### src/sv/plc_pkg.sv
`timescale 1ns / 1ps
package plc_pkg;

  localparam int unsigned NumElems = 16;
  localparam int unsigned ElemW = 16;
  localparam int unsigned SumW = 27;
  localparam int unsigned InlW = 16;
  localparam int unsigned InlSumW = 26;
  localparam int unsigned CountW = 11;
  localparam int unsigned DistW = 37;
  localparam int unsigned MaxMembers = 1024;
  localparam logic [31:0] ThresholdReset = 32'd8220835;

  typedef enum logic [0:0] {
    KIND_ADD = 1'b0,
    KIND_CLEAR = 1'b1
  } kind_e;

  typedef struct packed {
    logic [15:0] inlier_frac;
    logic [63:0] pose_row3;
    logic [63:0] pose_row2;
    logic [63:0] pose_row1;
    logic [63:0] pose_row0;
    logic kind;
  } in_item_t;

  typedef struct packed {
    logic [15:0] mean_inlier;
    logic [63:0] mean_row3;
    logic [63:0] mean_row2;
    logic [63:0] mean_row1;
    logic [63:0] mean_row0;
    logic [10:0] member_count;
    logic dropped;
    logic created_new;
    logic [3:0] cluster_idx;
  } out_item_t;

  // Restoring divider request grouping: start strobe and divisor.
  typedef struct packed {
    logic start;
    logic [CountW-1:0] divisor;
  } div_ctrl_t;

endpackage

### src/sv/plc_div_lane.sv
`timescale 1ns / 1ps
module plc_div_lane #(
  parameter int unsigned NumW = 27
) (
  input  logic clk_i,
  input  logic rst_ni,
  input  plc_pkg::div_ctrl_t ctrl_i,
  input  logic [NumW-1:0] dividend_i,
  input  logic is_signed_i,
  output logic [NumW-1:0] quot_o
);
  import plc_pkg::*;

  // One quotient bit per cycle on the magnitude; sign fixed at the end.
  logic [NumW-1:0] mag_q, mag_d;
  logic [NumW-1:0] quo_q, quo_d;
  logic [CountW:0] rem_q, rem_d;
  logic [CountW-1:0] dvs_q, dvs_d;
  logic neg_q, neg_d;
  logic [CountW:0] trial;
  logic [CountW+1:0] diff;

  always_comb begin
    mag_d = mag_q;
    quo_d = quo_q;
    rem_d = rem_q;
    dvs_d = dvs_q;
    neg_d = neg_q;
    trial = '0;
    diff = '0;
    if (ctrl_i.start) begin
      neg_d = is_signed_i & dividend_i[NumW-1];
      mag_d = neg_d ? (~dividend_i + 1'b1) : dividend_i;
      quo_d = '0;
      rem_d = '0;
      dvs_d = ctrl_i.divisor;
    end else begin
      trial = {rem_q[CountW-1:0], mag_q[NumW-1]};
      diff = {1'b0, trial} - {2'b00, dvs_q};
      mag_d = {mag_q[NumW-2:0], 1'b0};
      if (!diff[CountW+1]) begin
        rem_d = diff[CountW:0];
        quo_d = {quo_q[NumW-2:0], 1'b1};
      end else begin
        rem_d = trial;
        quo_d = {quo_q[NumW-2:0], 1'b0};
      end
    end
  end

  always_ff @(posedge clk_i or negedge rst_ni) begin
    if (!rst_ni) begin
      neg_q <= 1'b0;
    end else begin
      neg_q <= neg_d;
    end
  end

  always_ff @(posedge clk_i) begin
    mag_q <= mag_d;
    quo_q <= quo_d;
    rem_q <= rem_d;
    dvs_q <= dvs_d;
  end

  assign quot_o = neg_q ? (~quo_q + 1'b1) : quo_q;

endmodule

### config.mk
export PLATFORM = sky130hd
export DESIGN_NAME = plc_div_lane
export DESIGN_NICKNAME = d
export VERILOG_FILES = /design/src/sv/plc_pkg.sv /design/src/sv/plc_div_lane.sv
export SDC_FILE = /design/constraint.sdc
export NUM_CORES = 1
export LEC_CHECK = 0
export ABC_CLOCK_PERIOD_IN_PS = 3200
export BUFFER_PORTS_ARGS = -buffer_cell sky130_fd_sc_hd__buf_2
export CAP_MARGIN = 10
export CORE_ASPECT_RATIO = 0.6
export CORE_UTILIZATION = 40
export CTS_BUF_LIST = sky130_fd_sc_hd__clkbuf_16
export DETAILED_ROUTE_END_ITERATION = 7
export PLACE_DENSITY = 0.62
export RECOVER_POWER = 50
export SYNTH_ARGS = -nofsm -noshare
export SYNTH_HDL_FRONTEND = slang
export SYNTH_SLANG_ARGS = --single-unit
### constraint.sdc
create_clock -name clk_i -period 3.2 [get_ports clk_i]
set_clock_uncertainty 0.1 [all_clocks]
set_input_delay 0.64 -clock clk_i [delete_from_list [all_inputs] [get_ports clk_i]]
set_output_delay 0.64 -clock clk_i [all_outputs]
set_load 0.01 [all_outputs]
==> metrics.md <==
| Metric | Value |
|---|---|
| CTS tree | built |
| Max cap viols | 2 |
| Hold Slack | 0.3313 ns |
| Synth Register Bits | 77 |
| Top_reg_cell synth | dfxtp_1 |
| Max-slew violation total from the final report | 100 |
| Tmin final | 3.127 ns |
| Status | finished, violations left |
| FF-to-FF setup slack | 0.69 ns |
| Worst-path cell chain | or4_4, or3_1, or2_4, o41ai_4, xnor2_1, buf_2 |
| Clock power share | 0.319 |
| Unique masters post-synth | 51 |
| Asr flop ratio synth | 0.01299 |
| Largest net degree at the start of global routing | 62 |
| Failing checks | capacitance limit, slew limit |
| CP Capture Type | output port |
| WP data arrival | 2.39 ns |
| Final net count | 571 |
| Synthesized area | 0.003970 mm^2 |
| Worst-path clk slew | 0.06 ns |
| Reg2reg path depth | 9 |
| Setup violations, final | 0 |
| Crit path max fanout | 5 |
| FF-to-FF Start | mag_q[26] |
| Tot Pwr | 3.275 mW |
| DR iter-0 viols | 224 |
| Measured slew at the worst slew-check pin | 2.303 ns |
| Worst path depth | 6 |
| Clock root cell | clkbuf_16 |
| Row count | 27 |
| Placed instance area | 0.004443 mm^2 |
| Clock Latency Late Sink | 0.34 ns |
| Seq/Total Area, Yosys | 0.4173 |
| Worst Hold Launch | mag_q[25] |
| Initial Util | 0.4227 |
| Routability cong. | 0.8001 |
| Vias in the first global route | 3049 |
| RSZ-0062 raised after global routing | true |
| Post-route ant nets | 0 |
| Area Growth Syn to Fin | 21.97% |
| Instance count of the mapped netlist | 447 |
| DIE HEIGHT | 79.17 um |
| Period utilization | 0.9772 |
| Hold path cells | 1 |
| Most frequent cells after synthesis | dfxtp_1, a21oi_1, nor2_1 |
| Post-synth EDFFs | 11 |
| TritonCTS buffer count | 9 |
| Avg WL per Cell | 13.89 um |
| Antenna violations before repair | 0 |
| Max Freq | 319.8 MHz |
| Reg2Reg Capture Point | rem_q[6] |
| Via count | 3370 |
| Num ports | 69 |
| Clock Sinks | 77 |
| Footprint of the multi-input gates | 0.002201 mm^2 |
| CP Launch Type | flop |
| Cell with the most instances after synthesis | dfxtp_1 |
| Core Area | 0.009392 mm^2 |
| P_leak | 2.160 nW |
| Comb pwr share | 0.324 |
| Die span in x | 130.6 um |
| Internal power | 2.203 mW |
| Post-synth top area cell | dfxtp_1 |
| DR vias/cell | 5.185 |
| DP HPWL | 6663 um |
| Psw | 1.072 mW |
| DRC | 0 |
| Critical path class | reg -> out |
| PortBufs | 68 |
| Hold-critical path endpoint | mag_q[26] |
| Relative slew slack | -0.5353 |
| CP max-delay cell | or4_4 |
| Syn nets | 503 |
| Syn Area/Cell | 8.882 um^2 |
| DRT Pass-1 Iters | 5 |
| Drt total wl | 9030 um |
| All-Layer GR Usage | 0.1841 |
| Family with the most delay on the worst path | simple AND/OR/NAND/NOR gates |
| WP data required | 2.46 ns |
| Global-route wire length before repair | 14500 um |
| Worst path bufs/invs | 1 |
| Synth top area share | 0.3278 |
| PwrDens | 676.4 mW/mm^2 |
| Layout cells sized above 1 | 0.2077 |
| Total grt overflow | 0 |
| Worst path max stage delay | 0.58 ns |
| Hold Vio Cnt, Final | 0 |
| Worst min path class | reg -> reg |
| CTS H-tree depth | 3 |
| Final non-filler cell area | 0.004842 mm^2 |
| # fillers | 902 |
| Net Sw Frac | 0.3273 |
| Max Root-Sink Buffers | 2 |
| VDD IR max | 0.3073 mV |
| Sequential power share | 0.357 |
| Die ar. | 0.01034 mm^2 |
| Synth warn | 0 |
| Register area | 0.001662 mm^2 |
| N_diodes | 0 |
| Area contributors post-synth | dfxtp_1, xnor2_1, edfxtp_1 |
[how the worst max path moves through the flow]
stage,start,end
2_1_floorplan,quo_q[5],quot_o[12]
3_3_place_gp,quo_q[5],quot_o[12]
3_5_place_dp,quo_q[11],quot_o[24]
4_1_cts,quo_q[5],quot_o[24]
5_1_grt,quo_q[11],quot_o[24]
6_report,quo_q[6],quot_o[12]
[stage by stage]
step / worst slack, ns / utilization / setup TNS (ns) / std cells
2_1_floorplan: 0.5776 / - / 0 / 447
3_3_place_gp: 0.4299 / 0.4731 / 0 / 631
3_5_place_dp: 0.3771 / 0.4731 / 0 / 631
4_1_cts: 0.01609 / 0.5079 / 0 / 648
5_1_grt: -0.02424 / 0.5156 / -0.03707 / 650
6_report: 0.07303 / 0.5156 / 0 / 650
[timing repair]
action,in CTS,in global routing
resized for setup,1,13
setup endpoints to repair,1,7
pin swaps,0,7
hold endpoints to repair,1,0
setup buffers,0,2
hold buffers,1,0
[kinds of logic (layout without fill, tap and decap cells)]
kind of cell	Yosys count	after routing	synth area share
compound gates	108	108	0.1746
buf+inv	47	120	0.04538
fa+ha+maj	14	14	0.04601
flops	77	77	0.4173
xor+xnor	53	53	0.1169
mux	2	2	0.005043
simple gates	146	146	0.1948
[state kept, by name, indices dropped and copies added (netlist names)]
register	count
neg_q	1
rem_q	11
quo_q	27
dvs_q	11
mag_q	27
[power groups by stage]
| stage | Combinational, mW | Sequential (mW) | Clock (mW) |
|---|---|---|---|
| finish | 1.06 | 1.17 | 1.04 |
| global route | 1.18 | 1.19 | 1.12 |
| CTS | 1.03 | 1.17 | 1.07 |
| detailed placement | 1.02 | 1.19 | 0 |
| global placement | 0.994 | 1.19 | 0 |
| floorplan | 0.754 | 1.17 | 0 |
[worst register-to-register path, cell delays in order (launching register included)]
cell,delay (ns)
dfxtp_1,0.33
inv_1,0.04
ha_1,0.21
fa_1,0.41
nand2b_1,0.20
a21oi_1,0.13
buf_4,0.16
o211a_1,0.35
o31ai_1,0.18
o32ai_1,0.30
[metal layers]
metal  vias up  track usage  routed length (um)
li1       1714            -                   -
met1      1540       0.2619                4626
met2       105       0.2524                3600
met3        11      0.06267                 707
met4         0      0.06782                  96
met5         -            0                   0
[cell type report]
class,count,share of cell area
clock buffer,10,0.05168
clock inverter,6,0.01240
inverter,26,0.02016
multi-input combinational,323,0.4545
sequential,77,0.3432
tap,130,0.03359
timing repair buffer,78,0.08450
[placed cells by master, fill, tap and decap left out, drive strengths merged, types with 2 or more instances in the layout]
master and instances:
dfxtp 65, o21ai 14, o311ai 3, a41oi 2, ha 13, inv 28
mux2i 2, xnor2 42, clkbuf 13, a31oi 10, nand3 5, o21a 3
or4 9, nor4 10, nand4 5, a21oi 46, nand2b 7, and2 2
nand2 18, o211ai 2, xor2 11, clkinvlp 2, nor2 45, or3 4
o31ai 9, o41ai 6, or2 3, edfxtp 11, a211oi 3, nor3 11
a21o 3, buf 74, nor2b 25
(Power assumes the default switching activity.)
