$ cat src/sv/plc_pkg.sv
`timescale 1ns / 1ps
package plc_pkg;

  localparam int unsigned NumElems = 16;
  localparam int unsigned ElemW = 16;
  localparam int unsigned SumW = 27;
  localparam int unsigned InlW = 16;
  localparam int unsigned InlSumW = 26;
  localparam int unsigned CountW = 11;
  localparam int unsigned DistW = 37;
  localparam int unsigned MaxMembers = 1024;
  localparam logic [31:0] ThresholdReset = 32'd8220835;

  typedef enum logic [0:0] {
    KIND_ADD = 1'b0,
    KIND_CLEAR = 1'b1
  } kind_e;

  typedef struct packed {
    logic [15:0] inlier_frac;
    logic [63:0] pose_row3;
    logic [63:0] pose_row2;
    logic [63:0] pose_row1;
    logic [63:0] pose_row0;
    logic kind;
  } in_item_t;

  typedef struct packed {
    logic [15:0] mean_inlier;
    logic [63:0] mean_row3;
    logic [63:0] mean_row2;
    logic [63:0] mean_row1;
    logic [63:0] mean_row0;
    logic [10:0] member_count;
    logic dropped;
    logic created_new;
    logic [3:0] cluster_idx;
  } out_item_t;

  // Restoring divider request grouping: start strobe and divisor.
  typedef struct packed {
    logic start;
    logic [CountW-1:0] divisor;
  } div_ctrl_t;

endpackage

$ cat src/sv/plc_dist_lane.sv
`timescale 1ns / 1ps
module plc_dist_lane (
  input  logic signed [plc_pkg::ElemW-1:0] pose_i,
  input  logic signed [plc_pkg::ElemW-1:0] mean_i,
  output logic [32:0] sq_o
);
  import plc_pkg::*;

  logic signed [ElemW:0] diff;
  logic signed [2*ElemW+1:0] prod;

  assign diff = {pose_i[ElemW-1], pose_i} - {mean_i[ElemW-1], mean_i};
  assign prod = diff * diff;
  assign sq_o = prod[32:0];

endmodule

$ cat config.mk
export PLATFORM = sky130hd
export DESIGN_NAME = plc_dist_lane
export DESIGN_NICKNAME = d
export VERILOG_FILES = /design/src/sv/plc_pkg.sv /design/src/sv/plc_dist_lane.sv
export SDC_FILE = /design/constraint.sdc
export NUM_CORES = 1
export LEC_CHECK = 0
export BUFFER_PORTS_ARGS = -buffer_cell sky130_fd_sc_hd__buf_2
export CORE_MARGIN = 1
export CORE_UTILIZATION = 46
export DETAILED_ROUTE_END_ITERATION = 7
export GPL_TIMING_DRIVEN = 0
export PLACE_DENSITY = 0.62
export SYNTH_ARGS = -nofsm -noshare
export SYNTH_HDL_FRONTEND = slang
export SYNTH_SLANG_ARGS = --single-unit
$ cat constraint.sdc
create_clock -name vclk -period 17.02
set_clock_uncertainty 0.1 [all_clocks]
set_input_delay 3.404 -clock vclk [all_inputs]
set_output_delay 3.404 -clock vclk [all_outputs]
set_load 0.05 [all_outputs]
==> impl_metrics.toml, run 1 <==
[setup_path]
critPathBufInv = 10
cp_common_cell = "fa_1"
cp_data_required_time_ps = 13520
worstSetupStartpointType = "input port"
crit_slowest_cell = "fa_1"
max_stage_delay_ps = 560
crit_arrival_ps = 12390
cp_top_family = "adder cells"
cp_max_fo = 10
endpoint_kind = "output port"
critical_path_class = "input port to output port"
startpoint = "pose_i[0]"

[global_routing]
grt_pass1_wl_um = 39400
gr-total-overflow = 0
first_global_vias = 7949
grt_util_all_layers = 0.222
antenna_found_initial = 0
grt_max_degree = 12

[synth]
synth_cell_types = 49
synth_area_leader_cell = "fa_1"
postSynthAreaPerCell_um2 = 8.80
syn_inst = 1168
ys_top_cells_by_count = "inv_1 (348), fa_1 (265), nand2_1 (103)"
seq_area_frac_synth = 0
ys_top_cells_by_area = "fa_1 (52%), inv_1 (13%), ha_1 (12%), nand2_1 (3.8%), nor2_1 (3.5%)"
synthesis.nets = 1560
ys_warn_count = 0
yosysMostFrequentCell = "inv_1"
yosysTopAreaCellShare = 0.516
synth_area_mm2 = 0.0103

[route]
detail-route-antenna-nets = 0
vias = 7559
wl_um = 23100
drt_drc_violations_left = 0
drtIter0Drc = 305
drt_pre_antenna_iters = 5
wl_per_cell_um = 15.2
viasPerCell = 5.00

[flow_run]
cap_violations = 0

[status]
outcome = "complete, no violations"

[placement]
portBuffers = 64
globalplace.congestion = 0.880
dpl.hpwl_um = 20600
place_inst = 1513

[final_layout]
diodes = 0
nNetsFinal = 1627
regArea_um2 = 0
nFlopsAndLatches = 0
clkbuf_count = 0
drive_gt1_frac = 0.0681
synthToLayoutAreaGrowth_pct = 6.63
stdcell_count = 1513

[timing]
tightest_slew_ps = 1140
finalSetupTns_ps = 0
setup_viol = 0
timing_hold_violations_final = 0
fmax_mhz = 62.9
period_share = 0.934
rsz0062_at_grt = "no"
finalCriticalPeriod_ps = 15900
report.final.slew_viol_count = 0
max_slew_margin = 0.235

[floorplan]
die-area_mm2 = 0.0230
io_pins = 65
chipWidth_um = 152
start_util = 0.470
num_rows = 54
die_y_um = 152
core_mm2 = 0.0219

[worst_hold_path]
holdPathEnd = "sq_o[2]"
min_path_cells = 5
holdCritPathClass = "input port to output port"
hold_start = "mean_i[0]"

[clocking]
cts_resized = 0
post_cts_buffers = 0
holdBufCountCts = 0
==> worst max path at each step <==
stage	endpoint	depth (start not counted)
6_report	sq_o[31]	34
5_1_grt	sq_o[31]	34
3_3_place_gp	sq_o[32]	33
2_1_floorplan	sq_o[29]	31
3_5_place_dp	sq_o[31]	34
4_1_cts	sq_o[31]	34
==> layout make-up <==
class	instances	area (µm²)
Fill cell	2155	10900
Tap cell	280	350
Buffer	29	121
Multi-Input combinational cell	785	8830
Timing Repair Buffer	65	330
Inverter	354	1330
==> logic make-up after synthesis <==
logic type,share of synthesized area
other cells,0.000365
fa+ha+maj,0.632
xor+xnor,0.0494
simple gates,0.104
mux,0.00110
buf+inv,0.141
compound gates,0.0725
==> layer usage <==
layer  share of wire  global-route usage
met5               0                   0
met4           0.020              0.0406
met3           0.042             0.00988
met2            0.50               0.389
met1            0.44               0.309
==> stage by stage <==
step           area [µm²]  utilization  setup WS, ps  hold slack [ps]
6_report            11000        0.501          1120             7580
4_1_cts             11000        0.501          1160             7590
3_3_place_gp        11000        0.500           534             7580
2_1_floorplan       10300            -          1470             7280
3_5_place_dp        11000        0.501          1210             7580
5_1_grt             11000        0.501           610             7620
==> cells in the final DEF (no fill, tap or decap), types with 16 or more instances in the layout <==
cell type,n
xnor2_1,37
ha_1,95
nand2_1,103
o21ai_0,16
buf_2,68
nor2_1,96
a21oi_1,40
clkbuf_1,21
fa_1,265
a21o_1,20
xor2_1,16
inv_1,348
and2_1,18
Power of run 1 is left out: the tool's default activity adds up to more than one toggle a clock period on the data nets, which glitch-free logic cannot reach.
==> inputs of run 2 (changes only) <==
--- a/config.mk
+++ b/config.mk
@@ -7,10 +7,10 @@
 export LEC_CHECK = 0
 export BUFFER_PORTS_ARGS = -buffer_cell sky130_fd_sc_hd__buf_2
 export CORE_MARGIN = 1
-export CORE_UTILIZATION = 46
+export CORE_UTILIZATION = 30
 export DETAILED_ROUTE_END_ITERATION = 7
 export GPL_TIMING_DRIVEN = 0
-export PLACE_DENSITY = 0.62
+export PLACE_DENSITY = 0.44
 export SYNTH_ARGS = -nofsm -noshare
 export SYNTH_HDL_FRONTEND = slang
 export SYNTH_SLANG_ARGS = --single-unit
==> impl_metrics.toml, run 2 (synthesis gave the netlist of run 1 again) <==
[setup_path]
cp-endpoint = "sq_o[31]"
cp_data_required_time_ps = 13520
max_stage_delay_ps = 910
cp_common_cell = "fa_1"
crit_slowest_cell = "xnor2_1"
cp_top_family = "adder cells"
crit_arrival_ps = 12470
path_depth = 31
endpoint_kind = "output port"
startpoint = "pose_i[0]"
cp_max_fo = 10
worstSetupStartpointType = "input port"
critical_path_class = "input port to output port"
critPathBufInv = 10

[worst_hold_path]
holdCritPathClass = "input port to output port"

[final_layout]
final_common_cell = "inv_1"
synthToLayoutAreaGrowth_pct = 8.63
nFlopsAndLatches = 0
fillers = 3644
nNetsFinal = 1627
stdcell_count = 1681
drive_gt1_frac = 0.0681
multi_input_area_mm2 = 0.00883
regArea_um2 = 0
final_cell_mix = "inv_1 (348), fa_1 (265), nand2_1 (103)"
fin_area_mm2 = 0.0112
diodes = 0
clkbuf_count = 0

[global_routing]
antenna_found_initial = 0
gr-total-overflow = 0
grt_max_degree = 12
grt_pass1_wl_um = 43300
grt_util_all_layers = 0.156
first_global_vias = 8403

[status]
outcome = "complete, no violations"

[timing]
timing_hold_violations_final = 0
fmax_mhz = 62.6
setup_viol = 0
finalCriticalPeriod_ps = 15980
tightest_slew_ps = 1150
rsz0062_at_grt = "no"
max_slew_margin = 0.231
period_share = 0.939
finalSetupTns_ps = 0
report.final.slew_viol_count = 0

[clocking]
holdBufCountCts = 0
cts_resized = 0
post_cts_buffers = 0

[route]
wl_per_cell_um = 15.3
detail-route-antenna-nets = 0
drt_pre_antenna_iters = 5
wl_um = 25800
viasPerCell = 4.42
drtIter0Drc = 339
vias = 7438
drt_drc_violations_left = 0

[placement]
place_inst = 1681
dpl.hpwl_um = 22800
portBuffers = 64
placed_cell_area_mm2 = 0.0112
globalplace.congestion = 0.870

[floorplan]
core_mm2 = 0.0336
io_pins = 65
die-area_mm2 = 0.0350
num_rows = 67
die_y_um = 187
start_util = 0.306
chipWidth_um = 187

[flow_run]
cap_violations = 0
run 2: cell types whose count changed in the layout (fill, tap and decap cells not counted), sizes merged:
cell / previous run / this run
clkdlybuf4s18: 1 / 0
buf: 72 / 73
run 2: how the worst min path moves through the flow:
stage / start / end / slack, ps / cells past startpoint
floorplan: mean_i[0] / sq_o[0] / 7280 / 3
global placement: mean_i[0] / sq_o[2] / 7600 / 5
detailed placement: mean_i[0] / sq_o[2] / 7600 / 5
CTS: mean_i[0] / sq_o[2] / 7580 / 5
global route: mean_i[0] / sq_o[2] / 7630 / 5
finish: mean_i[0] / sq_o[2] / 7580 / 5
run 2: tightest hold or removal path: cells and delay by family:
family        cells  cell delay (ps)
simple gates      1              200
buf+inv           3              460
fa+ha+maj         1              200
run 2: metal layers:
layer  share of wire  GRT usage  routed length, µm
met1            0.44      0.201              11300
met2            0.52      0.297              13500
met3           0.025    0.00507                643
met4           0.014     0.0186                363
met5               0          0                  0
run 2: stage by stage:
stage               hold slack (ps)  setup WS (ps)  utilization
global placement               7600            281        0.332
global route                   7630            333        0.332
floorplan                      7280           1470            -
finish                         7580           1040        0.332
detailed placement             7600           1070        0.332
CTS                            7580           1030        0.332
run 2: layout make-up:
cell class,count,share of cell area
Buffer,29,0.0109
Inverter,354,0.119
Multi-Input combinational cell,785,0.791
Tap cell,448,0.0502
Timing Repair Buffer,65,0.0291
Power of run 2 is left out for the same reason.
==> inputs of run 3 (changes only) <==
--- a/config.mk
+++ b/config.mk
@@ -6,6 +6,7 @@
 export NUM_CORES = 1
 export LEC_CHECK = 0
 export BUFFER_PORTS_ARGS = -buffer_cell sky130_fd_sc_hd__buf_2
+export CORE_ASPECT_RATIO = 0.9
 export CORE_MARGIN = 1
 export CORE_UTILIZATION = 30
 export DETAILED_ROUTE_END_ITERATION = 7
==> impl_metrics.toml, run 3 (synthesis gave the netlist of run 1 again) <==
[status]
outcome = "complete, no violations"

[placement]
portBuffers = 64
dpl.hpwl_um = 23800
placed_cell_area_mm2 = 0.0112
globalplace.congestion = 0.822

[final_layout]
fin_area_mm2 = 0.0112
synthToLayoutAreaGrowth_pct = 8.76
nFlopsAndLatches = 0
diodes = 0
final_cell_mix = "inv_1 (348), fa_1 (265), nand2_1 (103)"
regArea_um2 = 0
final_common_cell = "inv_1"
drive_gt1_frac = 0.0681
clkbuf_count = 0
nNetsFinal = 1627

[floorplan]
core_mm2 = 0.0333
start_util = 0.308
die_y_um = 178
io_pins = 65
chipWidth_um = 197
die-area_mm2 = 0.0350
num_rows = 63

[setup_path]
critical_path_class = "input port to output port"
endpoint_kind = "output port"
crit_slowest_cell = "xnor2_1"
cp_data_required_time_ps = 13520
crit_arrival_ps = 12490
worstSetupStartpointType = "input port"
cp_max_fo = 10
max_stage_delay_ps = 820

[timing]
rsz0062_at_grt = "no"
timing_hold_violations_final = 0
tightest_slew_ps = 1180
finalSetupTns_ps = 0
period_share = 0.939
fmax_mhz = 62.5
max_slew_margin = 0.210
report.final.slew_viol_count = 0
setup_viol = 0
finalCriticalPeriod_ps = 15990

[route]
wl_um = 26300
drtIter0Drc = 365
wl_per_cell_um = 15.6
detail-route-antenna-nets = 0
drt_pre_antenna_iters = 4
viasPerCell = 4.46
drt_drc_violations_left = 0
vias = 7527

[global_routing]
gr-total-overflow = 0
grt_pass1_wl_um = 43800
grt_util_all_layers = 0.161
antenna_found_initial = 0
first_global_vias = 8288
grt_max_degree = 12

[flow_run]
cap_violations = 0

[clocking]
holdBufCountCts = 0
post_cts_buffers = 0
cts_resized = 0

[worst_hold_path]
min_path_cells = 5
holdCritPathClass = "input port to output port"
==> run 3: cell types whose count changed in the layout (fill, tap and decap cells not counted) <==
cell | before | now
buf_2 | 69 | 68
clkdlybuf4s18_2 | 0 | 1
==> run 3: path summary, 6_finish.rpt <==
kind / startpoint / to / slack (ps)
setup / recovery: pose_i[0] / sq_o[32] / 1030
hold / removal: mean_i[0] / sq_o[2] / 7650
==> run 3: area by class of cell <==
class	count	area, µm²
Fill cell	3600	22200
Inverter	354	1330
Multi-Input combinational cell	785	8830
Timing Repair Buffer	65	330
Tap cell	455	569
Buffer	29	121
==> run 3: worst max-delay path, delay by kind of cell <==
family                   cells  cell delay [ps]
AO/OA/AOI/OAI                9             2630
XOR/XNOR                     2              990
AND/OR/NAND/NOR              3              380
buffers and inverters       11             1300
adder cells (fa/ha/maj)      9             3780
==> run 3: stage by stage <==
stage	std cells	setup slack, ps	hold slack (ps)	utilization
2_1_floorplan	1168	1470	7280	-
3_3_place_gp	1687	217	7660	0.335
3_5_place_dp	1688	908	7660	0.335
4_1_cts	1688	890	7650	0.335
5_1_grt	1688	371	7730	0.335
6_report	1688	1030	7650	0.335
==> run 3: metal layers <==
layer / up-vias / GRT usage / part of all wire
li1: 3557 / - / -
met1: 3827 / 0.237 / 0.49
met2: 128 / 0.272 / 0.47
met3: 15 / 0.00817 / 0.037
met4: 0 / 0.0139 / 0.011
met5: - / 0 / 0
Power of run 3 is left out for the same reason.
